$ cat config.mk
export PLATFORM = sky130hd
export DESIGN_NAME = two_axis_shake_detector_core
export DESIGN_NICKNAME = d
export VERILOG_FILES = /design/src/hdl/tasd_pkg.sv /design/src/hdl/tasd_ctrl.sv /design/src/hdl/tasd_dp.sv /design/src/hdl/two_axis_shake_detector_core.sv
export SDC_FILE = /design/constraint.sdc
export NUM_CORES = 1
export LEC_CHECK = 0
export BUFFER_PORTS_ARGS = -buffer_cell sky130_fd_sc_hd__buf_2
export CAP_MARGIN = 10
export CORE_MARGIN = 2
export CORE_UTILIZATION = 50
export DETAILED_ROUTE_END_ITERATION = 12
export PLACE_DENSITY = 0.69
export SETUP_SLACK_MARGIN = 0.2
export SYNTH_ARGS = -nofsm -noshare
export SYNTH_HDL_FRONTEND = slang
export SYNTH_HIERARCHICAL = 1
export SYNTH_SLANG_ARGS = --single-unit
$ cat constraint.sdc
create_clock -name clk -period 4.4 [get_ports clk]
set_clock_uncertainty 0.05 [all_clocks]
set_input_delay 0.88 -clock clk [delete_from_list [all_inputs] [get_ports clk]]
set_output_delay 0.88 -clock clk [all_outputs]
set_load 0.05 [all_outputs]
$ cat src/hdl/tasd_pkg.sv
`timescale 1ns / 1ps
`default_nettype none

package tasd_pkg;

  localparam int DELTA_WIDTH  = 16;
  localparam int THR_WIDTH    = 15;
  localparam int WIN_WIDTH    = 5;
  localparam int LIMIT_WIDTH  = 5;
  localparam int COUNT_WIDTH  = 5;
  localparam int CFG_IDX_WIDTH = 2;

  // Configuration register indexes
  localparam logic [CFG_IDX_WIDTH-1:0] CFG_THRESHOLD = 2'd0;
  localparam logic [CFG_IDX_WIDTH-1:0] CFG_WINDOW    = 2'd1;
  localparam logic [CFG_IDX_WIDTH-1:0] CFG_LIMIT     = 2'd2;

  localparam logic [THR_WIDTH-1:0]   THRESHOLD_RST = 15'd8;
  localparam logic [WIN_WIDTH-1:0]   WINDOW_RST    = 5'd16;
  localparam logic [LIMIT_WIDTH-1:0] LIMIT_RST     = 5'd6;

  localparam logic [COUNT_WIDTH-1:0] COUNT_MAX = '1;

  // Three-way sign codes
  localparam logic [1:0] SGN_ZERO = 2'b00;
  localparam logic [1:0] SGN_POS  = 2'b01;
  localparam logic [1:0] SGN_NEG  = 2'b11;

  typedef struct packed {
    logic signed [DELTA_WIDTH-1:0] delta_x;
    logic signed [DELTA_WIDTH-1:0] delta_y;
    logic                          holding;
  } in_t;

  typedef struct packed {
    logic                   shake;
    logic [COUNT_WIDTH-1:0] change_count;
  } out_t;

  typedef struct packed {
    logic load;      // capture the accepted transaction
    logic push;      // append the new sample pair to the windows
    logic rd_issue;  // read the next window entry
    logic finish;    // result taken into the output register
  } dp_cmd_t;

  typedef struct packed {
    logic holding;
    logic rd_last;
  } dp_sts_t;

  function automatic logic [1:0] sign3(input logic signed [DELTA_WIDTH-1:0] d);
    logic [1:0] s;
    if (d[DELTA_WIDTH-1]) begin
      s = SGN_NEG;
    end else if (d == '0) begin
      s = SGN_ZERO;
    end else begin
      s = SGN_POS;
    end
    return s;
  endfunction

  function automatic logic exceeds(input logic signed [DELTA_WIDTH-1:0] d,
                                   input logic [THR_WIDTH-1:0] thr);
    logic [DELTA_WIDTH:0] ext;
    logic [DELTA_WIDTH:0] mag;
    ext = {d[DELTA_WIDTH-1], d};
    mag = d[DELTA_WIDTH-1] ? (~ext + (DELTA_WIDTH+1)'(1)) : ext;
    return mag > (DELTA_WIDTH+1)'(thr);
  endfunction

endpackage

`default_nettype wire

$ cat src/hdl/tasd_ctrl.sv
`timescale 1ns / 1ps
`default_nettype none

module tasd_ctrl (
  input  wire logic             clk,
  input  wire logic             rst_n,
  input  wire logic             in_valid,
  output logic                  in_stall,
  input  wire logic             out_free,
  input  wire tasd_pkg::dp_sts_t sts,
  output tasd_pkg::dp_cmd_t     cmd
);

  localparam logic [2:0] ST_IDLE  = 3'd0;
  localparam logic [2:0] ST_PUSH  = 3'd1;
  localparam logic [2:0] ST_READ  = 3'd2;
  localparam logic [2:0] ST_DRAIN = 3'd3;
  localparam logic [2:0] ST_DONE  = 3'd4;

  logic [2:0] state_r;
  logic [2:0] state_nxt;

  assign in_stall = (state_r != ST_IDLE);

  always_comb begin
    state_nxt = state_r;
    cmd       = '0;
    unique case (state_r)
      ST_IDLE: begin
        if (in_valid) begin
          cmd.load  = 1'b1;
          state_nxt = ST_PUSH;
        end
      end
      ST_PUSH: begin
        // a transaction without hold touches no state
        if (sts.holding) begin
          cmd.push  = 1'b1;
          state_nxt = ST_READ;
        end else begin
          state_nxt = ST_DONE;
        end
      end
      ST_READ: begin
        cmd.rd_issue = 1'b1;
        if (sts.rd_last) begin
          state_nxt = ST_DRAIN;
        end
      end
      ST_DRAIN: begin
        state_nxt = ST_DONE;
      end
      ST_DONE: begin
        if (out_free) begin
          cmd.finish = 1'b1;
          state_nxt  = ST_IDLE;
        end
      end
      default: begin
        state_nxt = ST_IDLE;
      end
    endcase
  end

  always_ff @(posedge clk) begin
    if (!rst_n) begin
      state_r <= ST_IDLE;
    end else begin
      state_r <= state_nxt;
    end
  end

endmodule

`default_nettype wire

$ cat src/hdl/tasd_dp.sv
`timescale 1ns / 1ps
`default_nettype none

module tasd_dp #(
  parameter int WINDOW_DEPTH = 16
) (
  input  wire logic                                 clk,
  input  wire logic                                 rst_n,
  input  wire tasd_pkg::dp_cmd_t                    cmd,
  output tasd_pkg::dp_sts_t                         sts,
  input  wire tasd_pkg::in_t                        in_data,
  input  wire logic [tasd_pkg::THR_WIDTH-1:0]       cfg_threshold,
  input  wire logic [tasd_pkg::WIN_WIDTH-1:0]       cfg_window,
  input  wire logic [tasd_pkg::LIMIT_WIDTH-1:0]     cfg_limit,
  output tasd_pkg::out_t                            result
);

  localparam int DW = tasd_pkg::DELTA_WIDTH;
  localparam int AW = $clog2(WINDOW_DEPTH);
  localparam int CW = $clog2(WINDOW_DEPTH + 1);
  localparam int SW = CW + 1;

  function automatic logic [AW-1:0] wrap_add(input logic [AW-1:0] a,
                                             input logic [CW-1:0] b);
    logic [SW-1:0] s;
    s = SW'(a) + SW'(b);
    if (s >= SW'(WINDOW_DEPTH)) begin
      s = s - SW'(WINDOW_DEPTH);
    end
    return s[AW-1:0];
  endfunction

  // X in the upper half, Y in the lower half of each word
  logic [2*DW-1:0] mem [WINDOW_DEPTH];

  tasd_pkg::in_t in_r;
  logic [CW-1:0] fill_r, fill_nxt;
  logic [AW-1:0] head_r, head_nxt;
  logic [CW-1:0] rd_idx_r, rd_idx_nxt;
  logic          rd_vld_r;
  logic          rd_first_r;
  logic [2*DW-1:0] rd_data_r;
  logic [1:0]    prev_x_r, prev_y_r;
  logic [tasd_pkg::COUNT_WIDTH-1:0] cnt_r, cnt_nxt;

  logic [CW-1:0] win_eff;
  logic          full;
  logic [CW-1:0] drop;
  logic [CW-1:0] keep;
  logic [AW-1:0] head_new;
  logic [AW-1:0] wr_addr;
  logic [AW-1:0] rd_addr;
  logic signed [DW-1:0] cur_x, cur_y;
  logic          hit_x, hit_y;
  logic [tasd_pkg::COUNT_WIDTH:0] cnt_sum;

  // Clamp the window size into 1..WINDOW_DEPTH
  always_comb begin
    if (cfg_window == '0) begin
      win_eff = CW'(1);
    end else if (int'(cfg_window) > WINDOW_DEPTH) begin
      win_eff = CW'(WINDOW_DEPTH);
    end else begin
      win_eff = CW'(cfg_window);
    end
  end

  // When full, drop the oldest entries so that the new sample leaves exactly win_eff
  assign full     = (fill_r >= win_eff);
  assign drop     = fill_r - win_eff + CW'(1);
  assign keep     = full ? (win_eff - CW'(1)) : fill_r;
  assign head_new = full ? wrap_add(head_r, drop) : head_r;
  assign wr_addr  = wrap_add(head_new, keep);
  assign rd_addr  = wrap_add(head_r, rd_idx_r);

  assign sts.holding = in_r.holding;
  assign sts.rd_last = ((SW'(rd_idx_r) + SW'(1)) == SW'(fill_r));

  assign cur_x = rd_data_r[2*DW-1:DW];
  assign cur_y = rd_data_r[DW-1:0];
  assign hit_x = !rd_first_r && tasd_pkg::exceeds(cur_x, cfg_threshold) &&
                 (tasd_pkg::sign3(cur_x) != prev_x_r);
  assign hit_y = !rd_first_r && tasd_pkg::exceeds(cur_y, cfg_threshold) &&
                 (tasd_pkg::sign3(cur_y) != prev_y_r);
  assign cnt_sum = {1'b0, cnt_r} + {{tasd_pkg::COUNT_WIDTH{1'b0}}, hit_x}
                                 + {{tasd_pkg::COUNT_WIDTH{1'b0}}, hit_y};

  assign result.change_count = cnt_r;
  assign result.shake        = in_r.holding && (cnt_r >= cfg_limit);

  always_comb begin
    fill_nxt   = fill_r;
    head_nxt   = head_r;
    rd_idx_nxt = rd_idx_r;
    cnt_nxt    = cnt_r;
    if (cmd.push) begin
      fill_nxt   = keep + CW'(1);
      head_nxt   = head_new;
      rd_idx_nxt = '0;
    end
    if (cmd.rd_issue) begin
      rd_idx_nxt = rd_idx_r + CW'(1);
    end
    if (cmd.finish && result.shake) begin
      fill_nxt = '0;
    end
    if (cmd.load) begin
      cnt_nxt = '0;
    end else if (rd_vld_r) begin
      cnt_nxt = cnt_sum[tasd_pkg::COUNT_WIDTH] ? tasd_pkg::COUNT_MAX
                                               : cnt_sum[tasd_pkg::COUNT_WIDTH-1:0];
    end
  end

  always_ff @(posedge clk) begin
    if (!rst_n) begin
      fill_r   <= '0;
      head_r   <= '0;
      rd_idx_r <= '0;
      rd_vld_r <= 1'b0;
    end else begin
      fill_r   <= fill_nxt;
      head_r   <= head_nxt;
      rd_idx_r <= rd_idx_nxt;
      rd_vld_r <= cmd.rd_issue;
    end
  end

  always_ff @(posedge clk) begin
    if (cmd.load) begin
      in_r <= in_data;
    end
    cnt_r <= cnt_nxt;
    if (rd_vld_r) begin
      prev_x_r <= tasd_pkg::sign3(cur_x);
      prev_y_r <= tasd_pkg::sign3(cur_y);
    end
    rd_first_r <= (rd_idx_r == '0);
  end

  always_ff @(posedge clk) begin
    if (cmd.push) begin
      mem[wr_addr] <= {in_r.delta_x, in_r.delta_y};
    end
    if (cmd.rd_issue) begin
      rd_data_r <= mem[rd_addr];
    end
  end

endmodule

`default_nettype wire

$ cat src/hdl/two_axis_shake_detector_core.sv
`timescale 1ns / 1ps
`default_nettype none

// Shake detector over X/Y motion deltas. Each accepted transaction with
// holding set appends one X and one Y sample to per-axis sliding windows
// (window_samples deep, clamped to 1..WINDOW_DEPTH), then walks the window
// oldest to newest and counts direction changes: a sample whose magnitude
// is above shake_threshold and whose sign (-, 0, +) differs from the
// previous sample's. Both axes add into one count that saturates at 31.
// When the count reaches change_limit, shake is reported and both windows
// are emptied. Transactions with holding clear return shake = 0 and a zero
// count and leave the windows as they are. Every input transaction yields
// exactly one result transaction. A holding transaction walks the window,
// reading its fill entries one per cycle from a single-port window memory,
// where fill is the number of samples in the window after the new one is
// appended (up to WINDOW_DEPTH); a transaction without hold has no walk.
// One transaction is in work at a time; the next may be accepted while the
// previous result still waits in the output register. Configuration writes
// are always ready and must only be issued while the block is idle.

module two_axis_shake_detector_core #(
  parameter int WINDOW_DEPTH = 16
) (
  input  wire logic                                  clk,
  input  wire logic                                  rst_n,
  // input transactions
  input  wire logic                                  in_valid,
  output logic                                       in_stall,
  input  wire tasd_pkg::in_t                         in_data,
  // result transactions
  output logic                                       out_valid,
  input  wire logic                                  out_stall,
  output tasd_pkg::out_t                             out_data,
  // configuration writes
  input  wire logic                                  cfg_valid,
  output logic                                       cfg_ready,
  input  wire logic [tasd_pkg::CFG_IDX_WIDTH-1:0]    cfg_index,
  input  wire logic [31:0]                           cfg_data
);

  logic [tasd_pkg::THR_WIDTH-1:0]   threshold_r;
  logic [tasd_pkg::WIN_WIDTH-1:0]   window_r;
  logic [tasd_pkg::LIMIT_WIDTH-1:0] limit_r;

  tasd_pkg::dp_cmd_t cmd;
  tasd_pkg::dp_sts_t sts;
  tasd_pkg::out_t    result;

  logic           out_valid_r;
  tasd_pkg::out_t out_data_r;
  logic           out_free;

  // Register file takes a write every cycle
  assign cfg_ready = 1'b1;

  always_ff @(posedge clk) begin
    if (!rst_n) begin
      threshold_r <= tasd_pkg::THRESHOLD_RST;
      window_r    <= tasd_pkg::WINDOW_RST;
      limit_r     <= tasd_pkg::LIMIT_RST;
    end else if (cfg_valid && cfg_ready) begin
      unique case (cfg_index)
        tasd_pkg::CFG_THRESHOLD: threshold_r <= cfg_data[tasd_pkg::THR_WIDTH-1:0];
        tasd_pkg::CFG_WINDOW:    window_r    <= cfg_data[tasd_pkg::WIN_WIDTH-1:0];
        tasd_pkg::CFG_LIMIT:     limit_r     <= cfg_data[tasd_pkg::LIMIT_WIDTH-1:0];
        default: ;  // unmapped index: drop the write
      endcase
    end
  end

  // Output register is free when empty or when its transaction goes out now
  assign out_free = !out_valid_r || !out_stall;

  tasd_ctrl u_ctrl (
    .clk      (clk),
    .rst_n    (rst_n),
    .in_valid (in_valid),
    .in_stall (in_stall),
    .out_free (out_free),
    .sts      (sts),
    .cmd      (cmd)
  );

  tasd_dp #(
    .WINDOW_DEPTH (WINDOW_DEPTH)
  ) u_dp (
    .clk           (clk),
    .rst_n         (rst_n),
    .cmd           (cmd),
    .sts           (sts),
    .in_data       (in_data),
    .cfg_threshold (threshold_r),
    .cfg_window    (window_r),
    .cfg_limit     (limit_r),
    .result        (result)
  );

  // Hold the result until taken; the controller only finishes into a free slot
  always_ff @(posedge clk) begin
    if (!rst_n) begin
      out_valid_r <= 1'b0;
    end else if (cmd.finish) begin
      out_valid_r <= 1'b1;
    end else if (!out_stall) begin
      out_valid_r <= 1'b0;
    end
  end

  always_ff @(posedge clk) begin
    if (cmd.finish) begin
      out_data_r <= result;
    end
  end

  assign out_valid = out_valid_r;
  assign out_data  = out_data_r;

endmodule

`default_nettype wire

==> summary.md <==
| Metric | Value |
|---|---|
| CTS tree | yes |
| WS Path Type | reg2reg |
| Ys flop type | edfxtp_1 |
| Asr flop ratio synth | 0% |
| Least-Margin Pin Slew | 876 ps |
| Detailed Route Iter0 Violations | 1089 |
| Tmin final | 4110 ps |
| Via Count | 14000 |
| Hold WC Path Type | in2reg |
| Most frequent cells in the layout | edfxtp_1 (587), nand2_1 (132), mux4_2 (128), clkbuf_16 (74), buf_2 (62) |
| Final hold vios | 0 |
| Power share of the clock group | 42.3% |
| Yosys warns | 6 |
| CTS root buf | clkbuf_16 |
| P_sw | 2840 uW |
| Cell internal pwr | 10200 uW |
| Initial antenna violation count | 1 |
| Final net count | 1796 |
| Router iterations before antenna repair | 5 |
| Crit end category | flip-flop |
| Outcome | completed |
| DRC | 0 |
| Row count | 84 |
| N_diodes | 0 |
| First-pass GRT wire length | 85500 um |
| CORE AREA | 0.0522 mm2 |
| WP data arrival | 4490 ps |
| Sw Share | 21.7% |
| Maximum vdd drop | 0.325 mV |
| Synthesized flop and latch total | 637 |
| Dpl cells | 2257 |
| Leakage power | 0.0103 uW |
| Setup Total Neg Slack | 0 ps |
| Fin. max-slew vios | 0 |
| IO buf count | 62 |
| Routed vias/inst | 5.83 |
| Layout cell share with drive strength beyond 1 | 27.4% |
| Data required time of the worst path | 4790 ps |
| Wire per inst | 24.3 um |
| Syn avg cell area | 17.5 um2 |
| Sequential share of the synthesized area | 70.9% |
| Antenna-violating nets left | 0 |
| Clock Sink Count | 637 |
| Mapped Cells | 1499 |
| Area Growth Syn to Fin | 18.0% |
| Unrepaired setup endpoints after global routing | yes |
| Fillers | 3715 |
| Power Total | 13100 uW |
| Most common cell after layout, fill and taps aside | edfxtp_1 |
| Fmax | 244 MHz |
| Slew headroom | 41.6% |
| Share of power burned in registers | 52.4% |
| Die Wd | 233 um |
| Post-Syn Area | 0.0263 mm2 |
| Largest net degree at the start of global routing | 53 |
| Die Y | 233 um |
| Die ar. | 0.0544 mm2 |
| Io pins | 81 |
| Total track usage | 21.4% |
| Logic pwr share | 5.3% |
| # hold bufs at CTS | 0 |
| Gp weighted congestion | 0.830 |
| Pwr dens | 421 mW/mm2 |
| Setup-failing EPs final | 0 |
| Crit Path Max Fanout | 4 |
| Num CTS Buffers | 66 |
| Worst setup SP type | flip-flop |
| Syn nets | 1634 |
| Max cap viols | 0 |
| Crit share post-route | 93.3% |
| Number of synthesized flops with an enable pin | 587 |
| Clock buffer depth | 3 |
| Fin cells | 2399 |
| Vias in the first global route | 14200 |
| Initial cell density of the core | 50.3% |
| Routed Wire Length | 58300 um |
| Util after Layout | 59.4% |
| H-tree lvl count | 3 |
| CTS clk-pin slew, worst paths | 60 ps |
| Cell variety after synth | 67 |
| Gr ovfl total | 0 |
| Worst skew pair latency | 610 ps |
| Post-detailed-placement half-perimeter wirelength | 33600 um |
## registers in the layout, indices dropped and copies added (netlist names)
register / count
u_dp/mem: 512
u_dp/cnt_r: 5
u_dp/prev_y_r: 2
u_ctrl/state_r: 3
limit_r: 5
out_valid: 1
u_dp/rd_idx_r: 5
threshold_r: 15
u_dp/rd_vld_r: 1
u_dp/rd_first_r: 1
u_dp/prev_x_r: 2
out_data: 6
window_r: 5
u_dp/rd_data_r: 32
u_dp/head_r: 4
u_dp/fill_r: 5
u_dp/sts: 1
u_dp/in_r: 32
## synth_stat cells, types with 4 or more instances
cell	n	area, um2
a211o_1	4	35.0
o21ai_0	17	85.1
inv_1	46	173
a21o_1	13	97.6
ha_1	58	726
clkbuf_1	39	146
a31oi_1	35	219
nand2_1	136	510
buf_2	14	70.1
mux2i_1	30	300
a211oi_1	35	263
fa_1	5	100
xnor2_1	42	368
and2_1	35	219
edfxtp_1	587	17600
nor2b_1	14	87.6
o31ai_1	10	75.1
nor2_1	45	169
dfxtp_1	50	1000
nor4_1	4	25.0
buf_1	9	33.8
nand4_1	6	37.5
a21oi_1	26	130
nand2b_1	10	62.6
nor3_1	11	55.1
nor3b_1	4	30.0
mux4_2	128	2880
nand3_1	13	65.1
xor2_1	10	87.6
## power groups by stage
stage	combinational (uW)	clock (uW)	sequential, uW
after floorplan	431	0	6930
after global placement	630	0	6970
after detailed placement	639	0	6980
after CTS	657	5620	6850
after global routing	748	5820	6870
final	688	5530	6850
## path summary, 6_finish.rpt
check,start,endpoint,slack [ps],cells after the start
min,in_data[31],u_dp/in_r[31],400,1
max,u_dp/rd_data_r[19],u_dp/cnt_r[2],290,14
min reg2reg,threshold_r[11],threshold_r[11],410,2
max reg2reg,u_dp/rd_data_r[19],u_dp/cnt_r[2],290,14
## per-stage QoR
step                      hold slack, ps  setup slack, ps  instance area (um2)
final                                397              295                31000
after global routing                 372              158                31000
after detailed placement             400            -71.1                28300
after floorplan                      374            -64.9                26400
after CTS                            365              130                30600
after global placement               394            -17.6                28300
## per-layer routing
metal / global-route usage (%) / routed length (um)
met2: 34.8 / 28300
met1: 28.8 / 24200
met4: 7.60 / 1810
met3: 4.52 / 4030
met5: 0 / 0
## worst max-delay path, stage by stage (launching register included)
cell      delay, ps
edfxtp_1        380
or4_4           560
or4_4           460
o41ai_4         240
xnor2_1         150
ha_1            350
a211o_1         270
a221o_1         300
o31ai_4         210
a21oi_2          90
fa_2            350
ha_1            200
nand2_1          80
xor2_1          160
a21oi_1          80
## cell families after synthesis
logic type | synth area share [%]
flops | 70.9
simple gates | 5.81
compound gates | 4.25
mux | 12.2
buf+inv | 1.74
fa+ha+maj | 3.14
xor+xnor | 1.94
other cells | 0.0143
## cell type report
| type | instances | area, um2 | share of cell area (%) |
|---|---|---|---|
| Inverter | 46 | 173 | 0.557 |
| Timing Repair Buffer | 160 | 1610 | 5.19 |
| Tap cell | 688 | 861 | 2.78 |
| Clock buffer | 78 | 1760 | 5.68 |
| Sequential cell | 637 | 18600 | 60.1 |
| Clock inverter | 40 | 389 | 1.26 |
| Multi-Input combinational cell | 750 | 7580 | 24.4 |
## repair_timing
action / CTS / global route
resized for setup: 10 / 42
setup endpoints to repair: 324 / 517
pin swaps: 4 / 18
setup buffers: 7 / 9
cloned: 2 / 6
Note: power is estimated with default switching activity, not from simulation.
